==> config.mk <==
export PLATFORM = sky130hd
export DESIGN_NAME = gcd_sqrt_cell
export DESIGN_NICKNAME = d
export VERILOG_FILES = /design/src/rtl/gcd_pkg.sv /design/src/rtl/gcd_sqrt_cell.sv
export SDC_FILE = /design/constraint.sdc
export NUM_CORES = 1
export LEC_CHECK = 0
export BUFFER_PORTS_ARGS = -buffer_cell sky130_fd_sc_hd__buf_2
export CAP_MARGIN = 10
export CORE_ASPECT_RATIO = 1.1
export CORE_MARGIN = 4
export CORE_UTILIZATION = 45
export DETAILED_ROUTE_END_ITERATION = 8
export GPL_ROUTABILITY_DRIVEN = 0
export PLACE_DENSITY = 0.77
export SETUP_SLACK_MARGIN = 0.15
export SYNTH_ARGS = -nofsm -noshare
export SYNTH_HDL_FRONTEND = slang
export SYNTH_SLANG_ARGS = --single-unit
==> constraint.sdc <==
create_clock -name clk -period 3.4 [get_ports clk]
set_clock_uncertainty 0.05 [all_clocks]
set_input_delay 0.34 -clock clk [delete_from_list [all_inputs] [get_ports clk]]
set_output_delay 0.34 -clock clk [all_outputs]
set_load 0.01 [all_outputs]
==> src/rtl/gcd_pkg.sv <==
`timescale 1ns / 1ps
// ----------------------------------------------------------------------------
// gcd_pkg
// Shared widths, fixed-point constants, CORDIC angle table and types for the
// great-circle distance pipeline.
// ----------------------------------------------------------------------------
package gcd_pkg;

    // Datapath widths
    localparam int ANG_W      = 30;   // angle entering the reduction, 2^-21 degree
    localparam int XY_W       = 34;   // CORDIC x/y, Q30
    localparam int Z_W        = 54;   // CORDIC angle, radians Q50
    localparam int ROOT_W     = 31;   // square root result, Q30
    localparam int RAD_W      = 62;   // square root remainder and trial
    localparam int SQRT_STEPS = 31;   // one result bit per step
    localparam int PREP_LAT   = 5;    // stages in the angle reduction
    localparam int PROD_W     = 2 * XY_W;
    localparam int NUM_W      = 61;   // scaled angle before the final divide

    // Fixed-point constants
    localparam logic [63:0] PI_Q60  = 64'h3243F6A8885A308D;
    localparam logic [63:0] ONE_Q60 = 64'd1 << 60;

    localparam logic signed [31:0] TURN_H  = 32'sd754974720;
    localparam logic signed [31:0] HALF_H  = 32'sd377487360;
    localparam logic signed [31:0] QUART_H = 32'sd188743680;

    // Degrees to radians: r * floor(pi*2^29) / 180, split as K = 180*KQ + KR
    localparam logic [30:0] RAD_K  = 31'(PI_Q60 >> 31);
    localparam logic [23:0] RAD_KQ = 24'(RAD_K / 31'd180);
    localparam logic [3:0]  RAD_KR = 4'(RAD_K % 31'd180);

    // floor(x/180): 28-bit x by a 2^-36 reciprocal, small x by a 2^-19 one
    localparam logic [28:0] DIV180_RECIP = 29'(((64'd1 << 36) + 64'd179) / 64'd180);
    localparam logic [11:0] DIV180_SMALL = 12'd2913;

    localparam logic signed [XY_W-1:0] CORDIC_GAIN = 34'sh026DD3B6A;

    // Radians Q50 to 2^-20 degree: z*360 / floor(pi*2^30), rounded half up
    localparam logic [31:0] SEP_DEN   = 32'(PI_Q60 >> 30);
    localparam logic [31:0] SEP_HALF  = SEP_DEN >> 1;
    localparam logic [28:0] SEP_RECIP = 29'(ONE_Q60 / {32'd0, SEP_DEN});
    localparam logic [27:0] SEP_MAX   = 28'd188743680;

    // Reduced angle handed to a rotation chain
    typedef struct packed {
        logic signed [Z_W-1:0] z;     // radians Q50
        logic                  neg;   // cosine changes sign after the fold
    } angle_t;

    // Square root partial state
    typedef struct packed {
        logic [ROOT_W-1:0] root;
        logic [RAD_W-1:0]  rem;
    } sqrt_t;

    // Series term divided by its odd denominator 2k+1
    function automatic logic [63:0] odd_div(input logic [63:0] v, input int k);
        case (k)
            0:  return v;
            1:  return v / 3;
            2:  return v / 5;
            3:  return v / 7;
            4:  return v / 9;
            5:  return v / 11;
            6:  return v / 13;
            7:  return v / 15;
            8:  return v / 17;
            9:  return v / 19;
            10: return v / 21;
            11: return v / 23;
            12: return v / 25;
            13: return v / 27;
            14: return v / 29;
            15: return v / 31;
            16: return v / 33;
            17: return v / 35;
            18: return v / 37;
            19: return v / 39;
            20: return v / 41;
            21: return v / 43;
            22: return v / 45;
            23: return v / 47;
            24: return v / 49;
            25: return v / 51;
            26: return v / 53;
            27: return v / 55;
            28: return v / 57;
            29: return v / 59;
            default: return v;
        endcase
    endfunction

    // atan(2^-i) in radians Q50, from a Q60 arctangent series
    function automatic logic signed [Z_W-1:0] atan_q50(input int i);
        logic [63:0] acc;
        logic [63:0] term;
        int          sh;
        acc = 64'd0;
        if (i == 0)
        begin
            acc = PI_Q60 >> 2;
        end
        else
        begin
            for (int k = 0; k < 30; k++)
            begin
                sh = i * (2 * k + 1);
                if (sh <= 60)
                begin
                    term = odd_div(ONE_Q60 >> sh, k);
                    if (k[0])
                        acc = acc - term;
                    else
                        acc = acc + term;
                end
            end
        end
        return Z_W'((acc + 64'd512) >> 10);
    endfunction

endpackage

==> src/rtl/gcd_sqrt_cell.sv <==
`timescale 1ns / 1ps
// ----------------------------------------------------------------------------
// gcd_sqrt_cell
// One registered digit of a restoring integer square root: decides one
// result bit and keeps the remainder v - root^2.
// ----------------------------------------------------------------------------
module gcd_sqrt_cell
    import gcd_pkg::*;
#(
    parameter int BIT = 30
)
(
    input  logic  clk,
    input  logic  en,
    input  sqrt_t step_in,
    output sqrt_t step_out
);

    logic [RAD_W-1:0] trial;
    sqrt_t            step_reg, step_next;

    // Try setting this bit: (root + 2^b)^2 - root^2 = root*2^(b+1) + 2^(2b)
    always_comb
    begin
        trial     = (RAD_W'(step_in.root) << (BIT + 1)) + (RAD_W'(1) << (2 * BIT));
        step_next = step_in;
        if (step_in.rem >= trial)
        begin
            step_next.rem  = step_in.rem - trial;
            step_next.root = step_in.root | (ROOT_W'(1) << BIT);
        end
    end

    always_ff @(posedge clk)
    begin
        if (en)
            step_reg <= step_next;
    end

    assign step_out = step_reg;

endmodule

### Word-level counts from Yosys, hierarchy flattened

Cells that the tools add are included.

* input bits: 95
* flip-flop bits (word level): 93
* word-level logic and storage cells: 7

* $add $sub $neg: 2
* order comparisons: 1
* mux-type cells: 1

Operator list (count)
* adder 62 x 61 -> 62 bit (second input constant): 1
* greater-or-equal comparator 62 bit: 1
* 2-to-1 mux 62 bit: 1
* subtractor 62 bit: 1

### Longest topological paths before layout

Gate-level depths: netlist of the first run.

* depth after elaboration: 3
* mapped depth: 12
* depth with buffers taken out: 12

### Worst setup path after synthesis of the first run

OpenSTA, ideal clock, no wires.

* path kind: input-to-reg
* from: input step_in[31] in the netlist's numbering
* to: register step_reg (netlist bit step_out[53]), data pin
* slack: 0.088 ns
* arrival time: 3.001 ns
* cell stages on the path: 12
* data required time: 3.090 ns
* library setup time: 0.260 ns
* cells stage by stage: inv_1 > ha_1 > inv_1 > fa_1 > a21o_1 > a221oi_1 > o22ai_1 > a2111oi_0 > nor2_1 > a311o_1 > xor2_1 > mux2_4

RTL lines
* start: declaration: RTL line gcd_sqrt_cell.sv:15 `input sqrt_t step_in,`
* end signal: assignment: RTL line gcd_sqrt_cell.sv:37 `step_reg <= step_next;`
* end: declaration: RTL line gcd_sqrt_cell.sv:20 `sqrt_t step_reg, step_next;`

==> results by group, run 1 <==
Detailed routing
  – DR WL/cell: 17.2 um
  – Starting DRT DRC Count: 256
  – Via Count: between 4k and 5k
  – DR vias/cell: 5.28
  – Antenna Nets Post-Route: 0
  – Final WL: 13,400 um
  – DRC Markers: 0
  – Pre-antenna DRT Iters: 5

Worst setup path
  – Critical Path RT: 3450 ps
  – Critical Path Start Type: input port
  – Most used cell, CP: inv_1
  – Crit path DAT: 3150 ps
  – CP Max Fanout: 3
  – WS Path Type: input port to register
  – CP max stage cell: a2111oi_1
  – Largest stage delay, worst path: 430 ps
  – Worst path cell trace: buf_2 > inv_1 > ha_1 > inv_1 > fa_1 > a21o_1 > a221oi_4 > o22ai_1 > a2111oi_1 > nor2_1 > a311o_1 > xor2_1 > mux2_4
  – Setup crit end kind: register

Clock tree
  – PostCTS Resize Cnt: 0
  – Clk buf depth: 2
  – H-tree lvl count: 3
  – CTS Buf Count: 9
  – Num Clock Sinks: 93
  – CTS clk-pin slew, worst paths: 70 ps
  – Clock tree from TritonCTS: built
  – CTS root buf: clkbuf_16
  – Hold_buf cts: 0
  – Post-CTS Repair Setup Buffers: 0

Placement
  – Pre-CTS setup slack: -152 ps
  – HPWL after detailed placement: about 11,000 um
  – PortBufs: around 190

Finish
  – Largest register FFs: 93
  – Register area: 2790 um2
  – P&R area growth vs syn: 30.8%
  – Area occupied by multi-input gates: 2180 um2
  – Final #Nets: around 750
  – Layout cell share with drive strength beyond 1: 41.4%
  – Fillers: ~900

Yosys
  – Post-Synth Simple-Gate Area: 9.14%
  – Post-synthesis mux area share: 7.78%
  – Post-synthesis cell type count: 54
  – Xor/xnor share of the synthesized area: 4.08%
  – Synth Area in Compound Gates: 13.0%
  – Largest family of logic cells by synthesized area: compound AO/OA/AOI/OAI gates
  – Mean post-synth cell area: 12.5 um2
  – Gate count of the mapped netlist: 413
  – FF+latch count, synth: 93
  – Mapped cell area: 5150 um2
  – Number of flops mapped to enable cells by yosys: 93
  – YS warnings: 0
  – Top_reg_cell synth: edfxtp_1
  – Sequential element share of the synthesized area: between 50% and 60%
  – Share of flip-flops with an asynchronous set or reset: 0%
  – Post-synthesis adder-cell area fraction: under 10%
  – Total nets after synthesis: 540

Timing
  – Clock period minus worst slack: 3100 ps
  – Worst slew pin tran: 551 ps
  – Fin Setup TNS: 0 ps
  – Fmax: 0.322 GHz
  – RSZ-0062 raised after global routing: false
  – Final hold viol count: 0
  – Tcrit/Tclk final: 91.3%
  – Post-route setup slack: between 200 and 300 ps
  – # setup viols final: 0
  – Max_slew headroom: between 60% and 70%
  – Slew Viols, Final: 0

Global route
  – Largest net degree at the start of global routing: 43
  – First-pass GRT wire length: between 20,000 and 25,000 um
  – Gr ovfl total: 0
  – Initial antenna violation count: 2
  – Number of global-route vias before repair: 4,165
  – GRT Overall Usage: 19.8%

Die
  – Core area: about 11,000 um2
  – Io pins: 188
  – Die area: 13,200 um2
  – FP Rows: 40
  – Initial core utilization: 46.5%
  – Die Y: 120 um
  – Die W: 110 um

Run status
  – Status: finished clean

Flow run
  – Max cap viols: 0

Hold path
  – Worst Hold Class: input port to register
  – Hold depth: 1

Pwr
  – Peak supply drop: 0.245 mV
  – Pwr dens: just under 500 nW/um2
  – Leakage: 3.06 nW
-- area by class of cell --
cell class              instances  area share, %
diodes                          1         0.0372
clock buffers                   9           3.35
clock inverters                 7          0.836
inverters                      35           1.95
multi-input cells             273           32.4
flip-flops and latches         93           41.5
well taps                     147           2.73
repair buffers                213           17.2
-- worst max-delay path, delay by kind of cell --
family,cells,cell delay [ps]
simple gates,1,120
xor+xnor,1,150
compound gates,5,1520
buf+inv,3,220
fa+ha+maj,2,550
mux,1,260
-- where the power goes --
group          internal [W]  switching [W]
combinational      0.000407       0.000443
clock              0.000506       0.000446
sequential          0.00141      0.0000278
total               0.00232       0.000916
-- final timing paths --
check	startpoint	end	slack [ps]
max	step_in[31]	step_out[53]	300
min	step_in[82]	step_out[82]	140
-- cells in the final DEF, fill, tap and decap left out, types with 3 or more instances in the layout --
master     Yosys  routed
inv_1         35      35
o31ai_1        3       3
nor3_1         9       9
o21ai_0       19      19
o211a_1        3       3
o211ai_1       3       3
xnor2_1       12      12
inv_6          0       3
buf_2          1     186
and3_1         5       5
mux2_2         8       8
clkbuf_16      0       9
a21oi_1       26      26
o21a_1         4       4
nor2b_1        4       4
buf_4          0      25
edfxtp_1      93      93
nand4_1        7       7
nor4_1         7       7
xor2_1        12      12
o21bai_1       3       3
ha_1          31      31
mux2_4        20      20
nand2_1       20      20
a21o_1        13      13
nor2_1        18      18
nand2b_1       4       4
nand3_1        9       9
-- per-layer routing --
layer  part of all wire (%)  track usage [%]  vias to the layer above
met5                      0                0                        -
met4                    2.5             8.26                        0
met3                     10             6.41                       23
met2                     48             32.8                      189
met1                     39             23.4                     1900
li1                       -                -                     1996
-- kinds of logic after synthesis --
group | count (synthesis)
mux | 29
simple gates | 91
buf+inv | 47
xor+xnor | 24
flops | 93
fa+ha+maj | 32
compound gates | 97
-- cell usage after synthesis (2+ instances only) --
cell,number,area [um2]
mux2_2,8,90.1
and3_1,5,31.3
o31ai_1,3,22.5
nor2b_1,4,25.0
a31oi_1,2,12.5
xor2_1,12,105
a221oi_1,2,17.5
o211a_1,3,30.0
a221o_1,2,20.0
ha_1,31,388
nand2b_1,4,25.0
mux2_4,20,300
a21o_1,13,97.6
inv_1,35,131
nand3_1,9,45.0
o21a_1,4,30.0
a21boi_0,2,15.0
a2111oi_0,2,17.5
nor2_1,18,67.6
clkbuf_1,8,30.0
o21bai_1,3,22.5
nor3_1,9,45.0
nand2_1,20,75.1
buf_6,3,33.8
xnor2_1,12,105
a21oi_1,26,130
a311o_1,2,20.0
nor4_1,7,43.8
nand4_1,7,43.8
o211ai_1,3,22.5
edfxtp_1,93,2790
o21ai_0,19,95.1
-- through the flow --
step | area [um2] | hold WS, ps | power, W | cells | util [%]
6_report | 6730 | 138 | 0.00324 | 778 | 60.9
3_3_place_gp | 6430 | 479 | 0.00228 | 761 | 58.1
4_1_cts | 6710 | 124 | 0.00326 | 777 | 60.7
2_1_floorplan | 5150 | 389 | 0.00196 | 413 | -
3_5_place_dp | 6430 | 484 | 0.00230 | 761 | 58.1
5_1_grt | 6730 | 125 | 0.00341 | 778 | 60.9
Note: power is estimated with default switching activity, not from simulation.
==> run 2: changes to the inputs <==
Settings changed: BUFFER_PORTS_ARGS -buffer_cell sky130_fd_sc_hd__buf_2 to not set, CORE_UTILIZATION 45 to 50, DONT_BUFFER_PORTS set to 1, HOLD_SLACK_MARGIN set to 0.05, PLACE_DENSITY 0.77 to 0.68.
==> results by group, run 2 (synthesized netlist as in run 1, its figures left out) <==
Finish
  – Commonest non-fill, non-tap cell in the layout: edfxtp_1
  – Fillers: 777 (-13%)
  – N_diodes: 0 (-1)
  – Final #Nets: 617 (-18%)
  – P&R area growth vs syn: 20.6%
  – Most frequent cells in the layout: 93 x edfxtp_1, 61 x dlygate4sd3_1, 35 x inv_1
  – Largest register FFs: 93 (unchanged)
  – Layout cell share with drive strength beyond 1: 13.1% (-28 points)

Global route
  – First-pass GRT wire length: 19,800 um (-2.3%)
  – Largest net degree at the start of global routing: 94 (+120%)
  – GRT Overall Usage: 21.4% (+1.6 points)
  – Gr ovfl total: 0 (unchanged)
  – Initial antenna violation count: 0 (-2)
  – Number of global-route vias before repair: 3,809 (-8.5%)

Clock tree
  – Post-CTS Repair Setup Buffers: 0 (unchanged)
  – CTS clk-pin slew, worst paths: 90 ps (+20 ps)
  – H-tree lvl count: 3 (unchanged)
  – Num Clock Sinks: 93 (unchanged)
  – Clk buf depth: 2 (unchanged)
  – CTS root buf: clkbuf_8
  – Clock tree from TritonCTS: built
  – CTS Buf Count: 9 (unchanged)

Die
  – Core area: 9980 um2 (-9.7%)
  – Die area: 12,000 um2 (-9.3%)
  – Io pins: 188 (unchanged)
  – Initial core utilization: 51.6% (+5.0 points)
  – FP Rows: 38 (-5.0%)
  – Die Y: 114 um (-4.8%)
  – Die W: 105 um (-4.8%)

Run status
  – Status: finished clean

Detailed routing
  – Via Count: 3,607 (-12%)
  – DR vias/cell: 5.87 (+11%)
  – Starting DRT DRC Count: 213 (-17%)
  – Antenna Nets Post-Route: 0 (unchanged)
  – Pre-antenna DRT Iters: 4 (-1)
  – Final WL: 12,800 um (-4.5%)
  – DRC Markers: 0 (unchanged)
  – DR WL/cell: 20.7 um (+21%)

Hold path
  – Worst Hold Class: input port to register

Pwr
  – Clk network pwr share: 25.6% (-3.8 points)
  – Internal Power: 0.00209 W (-10%)
  – Combinational share of power: 21.6% (-4.6 points)
  – Sw frac: 28.1% (-0.25 points)
  – Peak supply drop: 0.230 mV (-6.2%)
  – Net Sw Power: 0.000813 W (-11%)
  – Pwr dens: 467 nW/um2 (-2.9%)
  – Sequential power share: 52.7% (+8.4 points)
  – Leakage: 2.50 nW (-18%)

Timing
  – Slew Viols, Final: 0 (unchanged)
  – Tcrit/Tclk final: 89.9% (-1.4 points)
  – Clock period minus worst slack: 3060 ps (-46.6 ps)
  – Fmax: 0.327 GHz (+1.5%)
  – # setup viols final: 0 (unchanged)
  – Final hold viol count: 0 (unchanged)
  – Final hold slack: 109 ps (-28.9 ps)
  – Post-route setup slack: 343 ps (+46.6 ps)
  – Max_slew headroom: 54.7% (-8.6 points)
  – Worst slew pin tran: 679 ps (+128 ps)
  – RSZ-0062 raised after global routing: false

Worst setup path
  – WS Path Type: input port to register
  – Crit path DAT: 3130 ps (-20 ps)
  – Setup crit end kind: register
  – Critical Path Start Type: input port
  – Critical Path RT: 3470 ps (+20 ps)
  – CP Max Fanout: 5 (+2)

Placement
  – PortBufs: 0 (-100%)
  – HPWL after detailed placement: 8850 um (-16%)
  – Pre-CTS setup slack: -82.1 ps (+70.2 ps)

Flow run
  – Max cap viols: 0 (unchanged)
-- run 2: path summary, 6_finish.rpt --
path	end	depth (start not counted)	startpoint	slack, ps
max	step_out[61]	13	step_in[31]	340
min	step_out[92]	1	step_in[92]	110
-- run 2: power by group through the flow --
stage / Sequential [W] / Combinational, W / Clock [W]
2_1_floorplan: 0.00153 / 0.000429 / 0
3_3_place_gp: 0.00156 / 0.000528 / 0
3_5_place_dp: 0.00155 / 0.000537 / 0
4_1_cts: 0.00153 / 0.000624 / 0.000760
5_1_grt: 0.00154 / 0.000690 / 0.000823
6_report: 0.00153 / 0.000628 / 0.000744
-- run 2: metrics by stage --
step / util [%] / power (W) / TNS [ps] / area (um2) / cells
detailed placement: 53.8 / 0.00209 / -282 / 5370 / 537
CTS: 62.1 / 0.00291 / 0 / 6200 / 615
finish: 62.2 / 0.00290 / 0 / 6210 / 615
floorplan: - / 0.00196 / 0 / 5150 / 413
global route: 62.2 / 0.00305 / 0 / 6210 / 615
global placement: 53.8 / 0.00208 / -51.2 / 5370 / 537
-- run 2: per-layer routing --
| layer | vias to the layer above | global-route usage, % | wire length (um) |
|---|---|---|---|
| li1 | 1710 | - | - |
| met1 | 1701 | 24.1 | 4840 |
| met5 | - | 0 | 0 |
| met4 | 0 | 6.12 | 177 |
| met3 | 15 | 7.50 | 1230 |
| met2 | 181 | 38.4 | 6510 |
-- run 2: worst max-delay path: stages --
cell and delay (ps):
inv_1 70, ha_1 180, inv_1 60, fa_1 400, a21o_1 230, a221oi_2 320, o22ai_1 170, buf_4 150
a311o_1 360, a211oi_4 320, o211ai_1 120, o211a_1 150, mux2_2 260
-- run 2: final cells by class --
type	count	area, um2	area share, %
inverter	35	131	2.12
clock inverter	6	68.8	1.11
sequential	93	2790	45.0
multi-input combinational	273	2170	34.9
tap	120	150	2.42
clock buffer	10	128	2.05
timing repair buffer	78	771	12.4
-- run 2: what timing repair did --
action | CTS | global route
endpoints found under the hold margin | 154 | 0
hold buffers | 62 | 0
gates resized for setup | 0 | 1
setup endpoints to repair | 0 | 2
